--- config.mk ---
export PLATFORM = sky130hd
export DESIGN_NAME = tesc_ctrl
export DESIGN_NICKNAME = d
export VERILOG_FILES = /design/src/rtl/tesc_pkg.sv /design/src/rtl/tesc_ctrl.sv
export VERILOG_INCLUDE_DIRS = /design/src /design/src/rtl
export SDC_FILE = /design/constraint.sdc
export NUM_CORES = 1
export LEC_CHECK = 0
export ABC_CLOCK_PERIOD_IN_PS = 2100
export BUFFER_PORTS_ARGS = -buffer_cell sky130_fd_sc_hd__buf_2
export CELL_PAD_IN_SITES_DETAIL_PLACEMENT = 0
export CELL_PAD_IN_SITES_GLOBAL_PLACEMENT = 1
export CORE_UTILIZATION = 40
export DETAILED_ROUTE_END_ITERATION = 10
export PLACE_DENSITY_LB_ADDON = 0.1
export RECOVER_POWER = 100
export SYNTH_ARGS = -nofsm -noshare
export SYNTH_HDL_FRONTEND = slang
export SYNTH_SLANG_ARGS = --single-unit
--- constraint.sdc ---
create_clock -name i_clk -period 2.1 [get_ports i_clk]
set_input_delay 0.105 -clock i_clk [delete_from_list [all_inputs] [get_ports i_clk]]
set_output_delay 0.105 -clock i_clk [all_outputs]
set_load 0.02 [all_outputs]
--- src/rtl/assert_macros.svh ---
// ----------------------------------------------------------------------------
// assert_macros.svh
// Shared assertion shorthands for the screen engine RTL.
// ----------------------------------------------------------------------------
`ifndef ASSERT_MACROS_SVH
`define ASSERT_MACROS_SVH

// same-cycle implication
`define TESC_ASSERT_IMP(lbl, clk, rst_n, ante, cons) \
    lbl: assert property (@(posedge clk) disable iff (!rst_n) (ante) |-> (cons)) \
        else $error("assertion failed");

// next-cycle implication
`define TESC_ASSERT_NXT(lbl, clk, rst_n, ante, cons) \
    lbl: assert property (@(posedge clk) disable iff (!rst_n) (ante) |=> (cons)) \
        else $error("assertion failed");

`endif

--- src/rtl/tesc_pkg.sv ---
// ----------------------------------------------------------------------------
// tesc_pkg
// Shared types, character codes and command/status structs of the engine.
// ----------------------------------------------------------------------------
package tesc_pkg;

    // character codes
    localparam logic [6:0] CH_SPACE = 7'h20;
    localparam logic [6:0] CH_DEL   = 7'h7F;
    localparam logic [6:0] CH_BS    = 7'h08;
    localparam logic [6:0] CH_HT    = 7'h09;
    localparam logic [6:0] CH_LF    = 7'h0A;
    localparam logic [6:0] CH_CR    = 7'h0D;
    localparam logic [6:0] CH_SO    = 7'h0E;
    localparam logic [6:0] CH_ESC   = 7'h1B;
    localparam logic [6:0] CH_SLASH = 7'h2F;
    localparam logic [6:0] CH_H     = 7'h48;

    // escape command characters
    localparam logic [6:0] EC_UP       = 7'h41;
    localparam logic [6:0] EC_DOWN     = 7'h42;
    localparam logic [6:0] EC_RIGHT    = 7'h43;
    localparam logic [6:0] EC_LEFT     = 7'h44;
    localparam logic [6:0] EC_HOME     = 7'h48;
    localparam logic [6:0] EC_ERASE_SC = 7'h4A;
    localparam logic [6:0] EC_ERASE_LN = 7'h4B;
    localparam logic [6:0] EC_ADDR     = 7'h59;
    localparam logic [6:0] EC_IDENT    = 7'h5A;
    localparam logic [6:0] EC_HOLD_ON  = 7'h5B;
    localparam logic [6:0] EC_HOLD_OFF = 7'h5C;

    localparam logic [7:0] TAB_LAST_STOP = 8'd72;

    // direct addressing phase
    localparam logic [1:0] PH_IDLE = 2'd0;
    localparam logic [1:0] PH_ROW  = 2'd1;
    localparam logic [1:0] PH_COL  = 2'd2;

    localparam logic [1:0] REPLY_LAST = 2'd2;

    typedef enum logic [4:0] {
        ACT_NONE,
        ACT_UP,
        ACT_DOWN,
        ACT_RIGHT,
        ACT_LEFT,
        ACT_HOME,
        ACT_ERASE_LINE,
        ACT_ERASE_SCREEN,
        ACT_HOLD_ON,
        ACT_HOLD_OFF,
        ACT_PRINT,
        ACT_TAB,
        ACT_LF,
        ACT_CR,
        ACT_BS,
        ACT_ADDR_ROW,
        ACT_ADDR_COL,
        ACT_READ
    } t_act;

    typedef struct packed {
        logic       load;
        logic       exec;
        t_act       act;
        logic       blank_step;
        logic       copy_step;
        logic       bottom_load;
        logic       read_take;
        logic       reply_on;
        logic [1:0] reply_idx;
    } t_cmd;

    typedef struct packed {
        logic blank_last;
        logic copy_last;
        logic at_bottom;
    } t_stat;

    function automatic logic [6:0] reply_char(input logic [1:0] idx);
        logic [6:0] c;
        unique case (idx)
            2'd0:    c = CH_ESC;
            2'd1:    c = CH_SLASH;
            default: c = CH_H;
        endcase
        return c;
    endfunction

endpackage

--- src/rtl/tesc_ctrl.sv ---
// ----------------------------------------------------------------------------
// tesc_ctrl
// Sequencer: accepts words, decodes escape/addressing, drives the datapath.
// ----------------------------------------------------------------------------
`include "assert_macros.svh"

module tesc_ctrl (
    input  logic             i_clk,
    input  logic             i_rst_n,
    input  logic             i_in_valid,
    output logic             o_in_stall,
    input  logic             i_op,
    input  logic [6:0]       i_char_in,
    output logic             o_out_valid,
    input  logic             i_out_stall,
    input  tesc_pkg::t_stat  i_stat,
    output tesc_pkg::t_cmd   o_cmd
);

    typedef enum logic [7:0] {
        S_CLEAR  = 8'b0000_0001,
        S_IDLE   = 8'b0000_0010,
        S_EXEC   = 8'b0000_0100,
        S_READ   = 8'b0000_1000,
        S_SCROLL = 8'b0001_0000,
        S_TAIL   = 8'b0010_0000,
        S_BLANK  = 8'b0100_0000,
        S_RESULT = 8'b1000_0000
    } t_state;

    t_state         r_state, n_state;
    logic           r_op;
    logic [6:0]     r_char;
    logic           r_esc, n_esc;
    logic [1:0]     r_phase, n_phase;
    logic           r_reply;
    logic [1:0]     r_ridx;
    tesc_pkg::t_act w_act;
    logic           w_ident;
    logic           w_load;
    logic           w_take;

    assign w_load = (r_state == S_IDLE) && i_in_valid;
    assign w_take = (r_state == S_RESULT) && !i_out_stall;

    // decode the captured word against the escape/addressing phase
    always_comb begin
        w_act   = tesc_pkg::ACT_NONE;
        n_esc   = r_esc;
        n_phase = r_phase;
        w_ident = 1'b0;
        if (r_op) begin
            w_act = tesc_pkg::ACT_READ;
        end else if (r_phase == tesc_pkg::PH_ROW) begin
            w_act   = tesc_pkg::ACT_ADDR_ROW;
            n_phase = tesc_pkg::PH_COL;
        end else if (r_phase != tesc_pkg::PH_IDLE) begin
            w_act   = tesc_pkg::ACT_ADDR_COL;
            n_phase = tesc_pkg::PH_IDLE;
        end else if (r_esc) begin
            n_esc = 1'b0;
            unique case (r_char)
                tesc_pkg::EC_UP:       w_act = tesc_pkg::ACT_UP;
                tesc_pkg::EC_DOWN:     w_act = tesc_pkg::ACT_DOWN;
                tesc_pkg::EC_RIGHT:    w_act = tesc_pkg::ACT_RIGHT;
                tesc_pkg::EC_LEFT:     w_act = tesc_pkg::ACT_LEFT;
                tesc_pkg::EC_HOME:     w_act = tesc_pkg::ACT_HOME;
                tesc_pkg::EC_ERASE_LN: w_act = tesc_pkg::ACT_ERASE_LINE;
                tesc_pkg::EC_ERASE_SC: w_act = tesc_pkg::ACT_ERASE_SCREEN;
                tesc_pkg::EC_ADDR:     n_phase = tesc_pkg::PH_ROW;
                tesc_pkg::EC_IDENT:    w_ident = 1'b1;
                tesc_pkg::EC_HOLD_ON:  w_act = tesc_pkg::ACT_HOLD_ON;
                tesc_pkg::EC_HOLD_OFF: w_act = tesc_pkg::ACT_HOLD_OFF;
                default:               w_act = tesc_pkg::ACT_NONE;
            endcase
        end else if (r_char >= tesc_pkg::CH_SPACE) begin
            if (r_char != tesc_pkg::CH_DEL) begin
                w_act = tesc_pkg::ACT_PRINT;
            end
        end else begin
            unique case (r_char)
                tesc_pkg::CH_HT:  w_act = tesc_pkg::ACT_TAB;
                tesc_pkg::CH_LF:  w_act = tesc_pkg::ACT_LF;
                tesc_pkg::CH_CR:  w_act = tesc_pkg::ACT_CR;
                tesc_pkg::CH_SO:  n_phase = tesc_pkg::PH_ROW;
                tesc_pkg::CH_BS:  w_act = tesc_pkg::ACT_BS;
                tesc_pkg::CH_ESC: n_esc = 1'b1;
                default:          w_act = tesc_pkg::ACT_NONE;
            endcase
        end
    end

    always_comb begin
        n_state = r_state;
        unique case (r_state)
            S_CLEAR: begin
                if (i_stat.blank_last) n_state = S_IDLE;
            end
            S_IDLE: begin
                if (i_in_valid) n_state = S_EXEC;
            end
            S_EXEC: begin
                priority if (w_act == tesc_pkg::ACT_READ) begin
                    n_state = S_READ;
                end else if (w_act == tesc_pkg::ACT_LF && i_stat.at_bottom) begin
                    n_state = S_SCROLL;
                end else if (w_act == tesc_pkg::ACT_ERASE_LINE ||
                             w_act == tesc_pkg::ACT_ERASE_SCREEN) begin
                    n_state = S_BLANK;
                end else begin
                    n_state = S_RESULT;
                end
            end
            S_READ:   n_state = S_RESULT;
            S_SCROLL: begin
                if (i_stat.copy_last) n_state = S_TAIL;
            end
            S_TAIL:   n_state = S_BLANK;
            S_BLANK: begin
                if (i_stat.blank_last) n_state = S_RESULT;
            end
            S_RESULT: begin
                if (w_take && !(r_reply && r_ridx != tesc_pkg::REPLY_LAST)) begin
                    n_state = S_IDLE;
                end
            end
            default:  n_state = S_IDLE;
        endcase
    end

    always_ff @(posedge i_clk) begin
        if (!i_rst_n) begin
            r_state <= S_CLEAR;
            r_esc   <= 1'b0;
            r_phase <= tesc_pkg::PH_IDLE;
            r_reply <= 1'b0;
            r_ridx  <= '0;
        end else begin
            r_state <= n_state;
            if (r_state == S_EXEC) begin
                r_esc   <= n_esc;
                r_phase <= n_phase;
                r_reply <= w_ident;
                r_ridx  <= '0;
            end else if (w_take) begin
                // advance through the reply bytes, drop the reply when done
                if (r_reply && r_ridx != tesc_pkg::REPLY_LAST) begin
                    r_ridx <= r_ridx + 2'd1;
                end else begin
                    r_reply <= 1'b0;
                end
            end
        end
    end

    always_ff @(posedge i_clk) begin
        if (w_load) begin
            r_op   <= i_op;
            r_char <= i_char_in;
        end
    end

    assign o_in_stall  = (r_state != S_IDLE);
    assign o_out_valid = (r_state == S_RESULT);

    always_comb begin
        o_cmd             = '0;
        o_cmd.load        = w_load;
        o_cmd.exec        = (r_state == S_EXEC);
        o_cmd.act         = (r_state == S_EXEC) ? w_act : tesc_pkg::ACT_NONE;
        o_cmd.blank_step  = (r_state == S_CLEAR) || (r_state == S_BLANK);
        o_cmd.copy_step   = (r_state == S_SCROLL);
        o_cmd.bottom_load = (r_state == S_TAIL);
        o_cmd.read_take   = (r_state == S_READ);
        o_cmd.reply_on    = r_reply;
        o_cmd.reply_idx   = r_ridx;
    end

    `TESC_ASSERT_IMP(a_ridx_range, i_clk, i_rst_n, 1'b1, r_ridx <= tesc_pkg::REPLY_LAST)
    `TESC_ASSERT_IMP(a_reply_clean, i_clk, i_rst_n, r_reply, !r_esc && r_phase == tesc_pkg::PH_IDLE)
    `TESC_ASSERT_NXT(a_lf_no_scroll, i_clk, i_rst_n, r_state == S_EXEC && w_act == tesc_pkg::ACT_LF && !i_stat.at_bottom, r_state == S_RESULT)
    `TESC_ASSERT_NXT(a_stall_keeps, i_clk, i_rst_n, o_out_valid && i_out_stall, o_out_valid && $stable(r_ridx))

endmodule

==> run metrics, run 1 <==
RSZ-0062 raised after global routing yes; Die Y 61.69 um; Crit. End Element output port; Min-Delay Path Class in2reg; ranking of synthesized cells by area dfxtp_1 20%, edfxtp_1 17%, nor2_1 6.8%, nor2b_1 5.3%, nand2_1 2.9%; reg2reg start r_char[1]; top post-synthesis cells by count 26 x nor2_1, 14 x dfxtp_1, 12 x nor2b_1; most frequent cell after synthesis nor2_1; total iterations of the first detailed-routing run 4; Initial Utilization 0.4237; endpoints failing setup 0; top-area cell type share of the netlist area 0.1967; Max clock buf depth 2; Post-Syn Area 1425 um2; placed insts 232; clk root buf clkbuf_4; routed vias/inst 5.319; Final nets 225; WP data arrival 1.99 ns; Layout Cells excl Fill 254; Die ar. 3806 um2; register area share after synthesis 0.3652; core area 3363 um2; Port Buf Inserts 30; VDD IR max 283.0 uV; Post-synth EDFFs 8; clk_skew 0.009293 ns; Ports 31; Skew-Pair Late Insertion Delay 0.32 ns; Final HPWL DP 2558 um; Synth Warn # 0; Syn Area/Cell 8.797 um2; wire length of the first global-routing pass 5609 um; CTS clock-pin slew for the worst setup and hold paths 0.14 ns; final total power 803.0 uW; max_slew headroom 0.6793; status complete, no violations; FMAX 477.5 MHz; vias in the first global route 1236; vias 1351; Syn Nets 178; Hold EP r_state[0]; Power per Cell Area 448.8 nW/um2; HP Start i_rst_n; gpl congestion 0.8216; row count 21; number of routed nets with antenna violations 0; max-cap violations 0; Synth area leader dfxtp_1; Post-synth top flop dfxtp_1; required time of the critical path 2.00 ns; async set or reset register ratio after synthesis 0; Crit Path Class reg2out; flop2flop setup slack 0.006 ns; Synth cell types 55; post-route minimum period 2.094 ns; total wire length 3760 um; CTS tree built; grt ovf 0; H-tree depth 1; Worst Tran Pin Value 0.4774 ns; Synth Register Bits 22; max-slew violation count 0; Inserted Clock Buffers 3; startpoint types flip-flop; post-DR wirelength/cell 14.80 um; # DRC 0; DR iter-0 viols 71; Crit Path Max Fanout 7; GRT Resource Usage Total 0.2050; layout cell share with drive strength beyond 1 0.2548; worst r2r dst r_state[4]; n_diodes 0; initial antenna violation count 0; largest net degree at the start of global routing 14; area delta synth->final 25.55%; hold path cells 2; Final Hold Fails 0; Mapped Cells 162; CTS Sinks 22; worst-case reg-to-reg path depth 7; Lkg Pwr 0.7212 nW; Die Wd 61.69 um; period utilisation layout 0.9972
## per-stage QoR
step                      setup TNS [ns]  hold WS [ns]  setup slack, ns  instance area (um2)    util
after floorplan                        0        0.2039          0.09331                 1425       -
after global placement                 0        0.2831           0.1326                 1597  0.4747
after detailed placement               0        0.2831          0.06633                 1597  0.4747
after CTS                              0       0.09840         0.005352                 1742  0.5179
after global routing             -0.3927        0.1015          -0.1014                 1789  0.5320
final                                  0        0.1002         0.005910                 1789  0.5320
## report_power, final
group / leakage [nW] / switching [mW] / internal (mW)
combinational: 0.520 / 0.0647 / 0.0608
sequential: 0.186 / 0.0151 / 0.453
clock: 0.0154 / 0.139 / 0.0696
total: 0.721 / 0.219 / 0.584
## state kept, by name, summed over array words and instances (netlist names)
name     count
r_state      8
r_char       7
r_phase      2
r_ridx       2
r_esc        1
r_op         1
r_reply      1
## how the worst max path moves through the flow
stage,depth (start not counted),from,end
2_1_floorplan,3,r_state[3],r_char[0]
3_3_place_gp,6,r_char[2],r_state[7]
3_5_place_dp,6,r_char[0],r_state[7]
4_1_cts,7,r_char[1],o_cmd[7]
5_1_grt,8,r_char[4],o_cmd[7]
6_report,5,r_char[2],o_cmd[10]
## worst max-delay path: stages, from the launching register on
cell and delay, ns:
edfxtp_1 0.49, buf_4 0.21, mux2_2 0.35, a221oi_2 0.33, nor2_1 0.12, buf_2 0.17
## per-layer routing
metal	global-route usage	part of all wire	vias to the layer above	wire length [um]
met1	0.2791	0.48	637	1823
met4	0.06349	0.0082	0	31
met2	0.3349	0.47	31	1782
li1	-	-	679	-
met3	0.03313	0.033	4	123
met5	0	0	-	0
## layout make-up
cell class	instances	area (um2)
Timing Repair Buffer	50	304.0
Clock buffer	3	22.52
Tap cell	46	57.56
Multi-Input combinational cell	126	855.8
Inverter	6	23.77
Clock inverter	1	3.754
Fill cell	358	1574
Sequential cell	22	521.8
## repair_timing
item,in CTS,in global routing
hold endpoints to repair,8,0
pin swaps,0,1
setup endpoints to repair,1,7
hold buffers,8,0
setup buffers,4,6
resized for setup,1,7
## placed cells by master (no fill, tap or decap), types with 2 or more instances in the layout
master,count
xnor2_1,3
nor4_1,2
o21ai_0,6
a211oi_2,2
nand2b_1,3
edfxtp_1,8
nor2b_1,12
nand3b_1,2
nor2_1,26
nand3_1,3
nor4_4,2
clkbuf_2,3
clkbuf_4,3
dlygate4sd3_1,8
inv_1,5
o21a_1,4
a21oi_1,5
nor3_1,6
clkbuf_1,9
a221oi_2,2
and3b_1,2
a21boi_1,2
dfxtp_1,13
and3_1,5
buf_4,10
buf_2,20
nand2_1,11
## kinds of logic (layout without fill, tap and decap cells)
| family | after synthesis | count (layout) | share of synthesized area |
|---|---|---|---|
| and+or+nand+nor | 89 | 89 | 0.3784 |
| AOI/OAI and AO/OA | 32 | 32 | 0.1686 |
| DFF | 22 | 22 | 0.3652 |
| buffers and inverters | 14 | 60 | 0.05268 |
| xor gates and xnor gates | 3 | 3 | 0.01844 |
| adders and majority gates | 1 | 1 | 0.008778 |
| muxes | 1 | 1 | 0.007901 |
No activity file was read; power rests on OpenSTA's default activity.
==> run 2, diff against run 1 <==
--- a/config.mk
+++ b/config.mk
@@ -7,12 +7,12 @@
 export NUM_CORES = 1
 export LEC_CHECK = 0
 export ABC_CLOCK_PERIOD_IN_PS = 2100
-export BUFFER_PORTS_ARGS = -buffer_cell sky130_fd_sc_hd__buf_2
 export CELL_PAD_IN_SITES_DETAIL_PLACEMENT = 0
 export CELL_PAD_IN_SITES_GLOBAL_PLACEMENT = 1
-export CORE_UTILIZATION = 40
+export CORE_UTILIZATION = 46
 export DETAILED_ROUTE_END_ITERATION = 10
-export PLACE_DENSITY_LB_ADDON = 0.1
+export DONT_BUFFER_PORTS = 1
+export PLACE_DENSITY = 0.77
 export RECOVER_POWER = 100
 export SYNTH_ARGS = -nofsm -noshare
 export SYNTH_HDL_FRONTEND = slang
==> run 2 against run 1 <==
The flow now finishes with violations (DRC). Largest power group unchanged. Cell count shrank 16%. Sequential power about the same. Worst setup slack gained 0.083 ns. Via count is 7.9% lower. Clock skew fell by 0.0065 ns. Worst hold slack lost 0.031 ns. Power is 4.5% lower. Combinational power fell by 14%. Non-clock buffer count is 26 lower.
==> run metrics, run 2 (synthesis gave the netlist of run 1 again) <==
Die Y 57.66 um (-6.5%); initial antenna violation count 0 (unchanged); post-route minimum period 2.011 ns (-0.08308 ns); HP Start i_stat[2]; Die Wd 57.66 um (-6.5%); Ports 31 (unchanged); n_diodes 0 (unchanged); Top reg by flops r_state; grt ovf 0 (unchanged); total iterations of the first detailed-routing run 7 (+3); Port Buf Inserts 0 (-100%); total wire length 3306 um (-12%); status complete, but fails checks; VDD IR max 366.1 uV (+29%); Crit Path Class reg2reg; layout cell share with drive strength beyond 1 0.1648 (-0.08997); routed vias/inst 5.840 (+9.8%); max-cap violations 0 (unchanged); CTS clock-pin slew for the worst setup and hold paths 0.12 ns (-0.02 ns); met3 GRT Util 0.04688 (+0.01375); dpl cell area 1488 um2 (-6.8%); crit path launch r_char[2]; Layout Cells excl Fill 213 (-16%); FMAX 497.3 MHz (+4.1%); area delta synth->final 14.84%; required time of the critical path 2.35 ns (+0.35 ns); Final nets 199 (-12%); Inserted Clock Buffers 3 (unchanged); CTS tree built; vias 1244 (-7.9%); GRT Resource Usage Total 0.2220 (+0.01699); Min-Delay Path Class in2reg; Worst Tran Pin Value 0.5363 ns (+0.05894 ns); Design Area, Final 1637 um2 (-8.5%); max-slew violation count 0 (unchanged); RSZ-0062 raised after global routing yes; row count 19 (-9.5%); wire length of the first global-routing pass 5727 um (+2.1%); gpl congestion 0.8988 (+9.4%); H-tree depth 1 (unchanged); vias in the first global route 1244 (+0.65%); startpoint types flip-flop; number of routed nets with antenna violations 0 (unchanged); # DRC 2 (+2); failing checks DRC; Final Hold Fails 0 (unchanged); largest net degree at the start of global routing 14 (unchanged); most frequent cells in the layout 23 x nor2_1, 14 x dfxtp_1, 12 x nor2b_1; clk_skew 0.002766 ns (-0.006527 ns); Initial Utilization 0.4996 (+0.07583); period utilisation layout 0.9576 (-0.03956); Die ar. 3325 um2 (-13%); Crit. End Element flip-flop; core area 2853 um2 (-15%); Skew-Pair Late Insertion Delay 0.30 ns (-0.02 ns); post-DR wirelength/cell 15.52 um (+4.9%); max_slew headroom 0.6397 (-0.03960); Final HPWL DP 2404 um (-6.0%); placed insts 195 (-16%); endpoints failing setup 0 (unchanged); GR Util met2 0.3389 (+0.004001); Crit Path Max Fanout 6 (-1); largest registers r_state: 8 flops, r_char: 7 flops; met1 GRT Util 0.3187 (+0.03963); WP data arrival 2.27 ns (+0.28 ns); commonest non-fill, non-tap cell in the layout nor2_1; Fillers 271 (-24%); Power per Cell Area 468.7 nW/um2 (+4.4%); Max clock buf depth 2 (unchanged); GR peak layer met2; max reg flops 8 (unchanged); reg2reg start r_char[2]; CTS Sinks 22 (unchanged); Lkg Pwr 0.6183 nW (-14%); clk root buf clkbuf_4; DR iter-0 viols 56 (-21%)
## run 2: cell types whose count changed in the layout (fill, tap and decap cells not counted), moves of 2 or more
cell / change
nor2_1: -3
clkbuf_1: -5
clkbuf_2: -3
buf_2: -20
dlygate4sd3_1: +2
nor2_2: +3
## run 2: worst paths after layout
check | depth (start not counted) | end | slack [ns]
worst max-delay path | 6 | r_state[7] | 0.09
worst min-delay path | 3 | r_state[1] | 0.07
worst max register to register | 6 | r_state[7] | 0.09
worst min register to register | 2 | r_state[0] | 0.58
## run 2: worst max-delay path, cell delays in order, from the launching register on
cell and delay (ns):
edfxtp_1 0.47, buf_4 0.17, mux2_2 0.34, a221oi_2 0.34
and3b_1 0.24, a311oi_1 0.28, o21a_1 0.14
## run 2: per-layer routing
layer  vias to the layer above  wire, um
met3                         2       135
li1                        622         -
met4                         0        23
met1                       593      1672
met5                         -         0
met2                        27      1475
## run 2: through the flow
| stage | total power [mW] | setup TNS, ns | util | worst slack, ns | hold slack, ns |
|---|---|---|---|---|---|
| after CTS | 0.7701 | 0 | 0.5728 | 0.05306 | 0.01537 |
| after floorplan | 0.5450 | 0 | - | 0.09331 | 0.2039 |
| after detailed placement | 0.5637 | 0 | 0.5215 | 0.1137 | 0.1941 |
| after global placement | 0.5634 | 0 | 0.5215 | 0.1476 | 0.1902 |
| after global routing | 0.8110 | -0.05992 | 0.5737 | -0.03151 | 0.05052 |
| final | 0.7671 | 0 | 0.5737 | 0.08899 | 0.06883 |
## run 2: final cells by class
class	count	area (um2)	area share
flip-flops and latches	22	520.5	0.3180
clock buffers	3	22.52	0.01376
well taps	31	38.79	0.02370
repair buffers	24	190.2	0.1162
clock inverters	1	3.754	0.002294
inverters	6	23.77	0.01453
multi-input cells	126	837.1	0.5115
## run 2: repair_timing
item                                    4_1_cts  5_1_grt
setup buffers                                 3        1
pin swaps                                     0        1
gates resized for setup                       2        4
endpoints found under the setup margin        2        5
endpoints found under the hold margin        22        1
hold buffers                                  9        1
## run 2: report_power, final
part / switching (mW) / total, mW / leakage, nW / internal, mW
registers: 0.0135 / 0.466 / 0.186 / 0.453
clock network: 0.124 / 0.193 / 0.0154 / 0.0692
logic: 0.0568 / 0.108 / 0.417 / 0.0511
total: 0.194 / 0.767 / 0.618 / 0.573
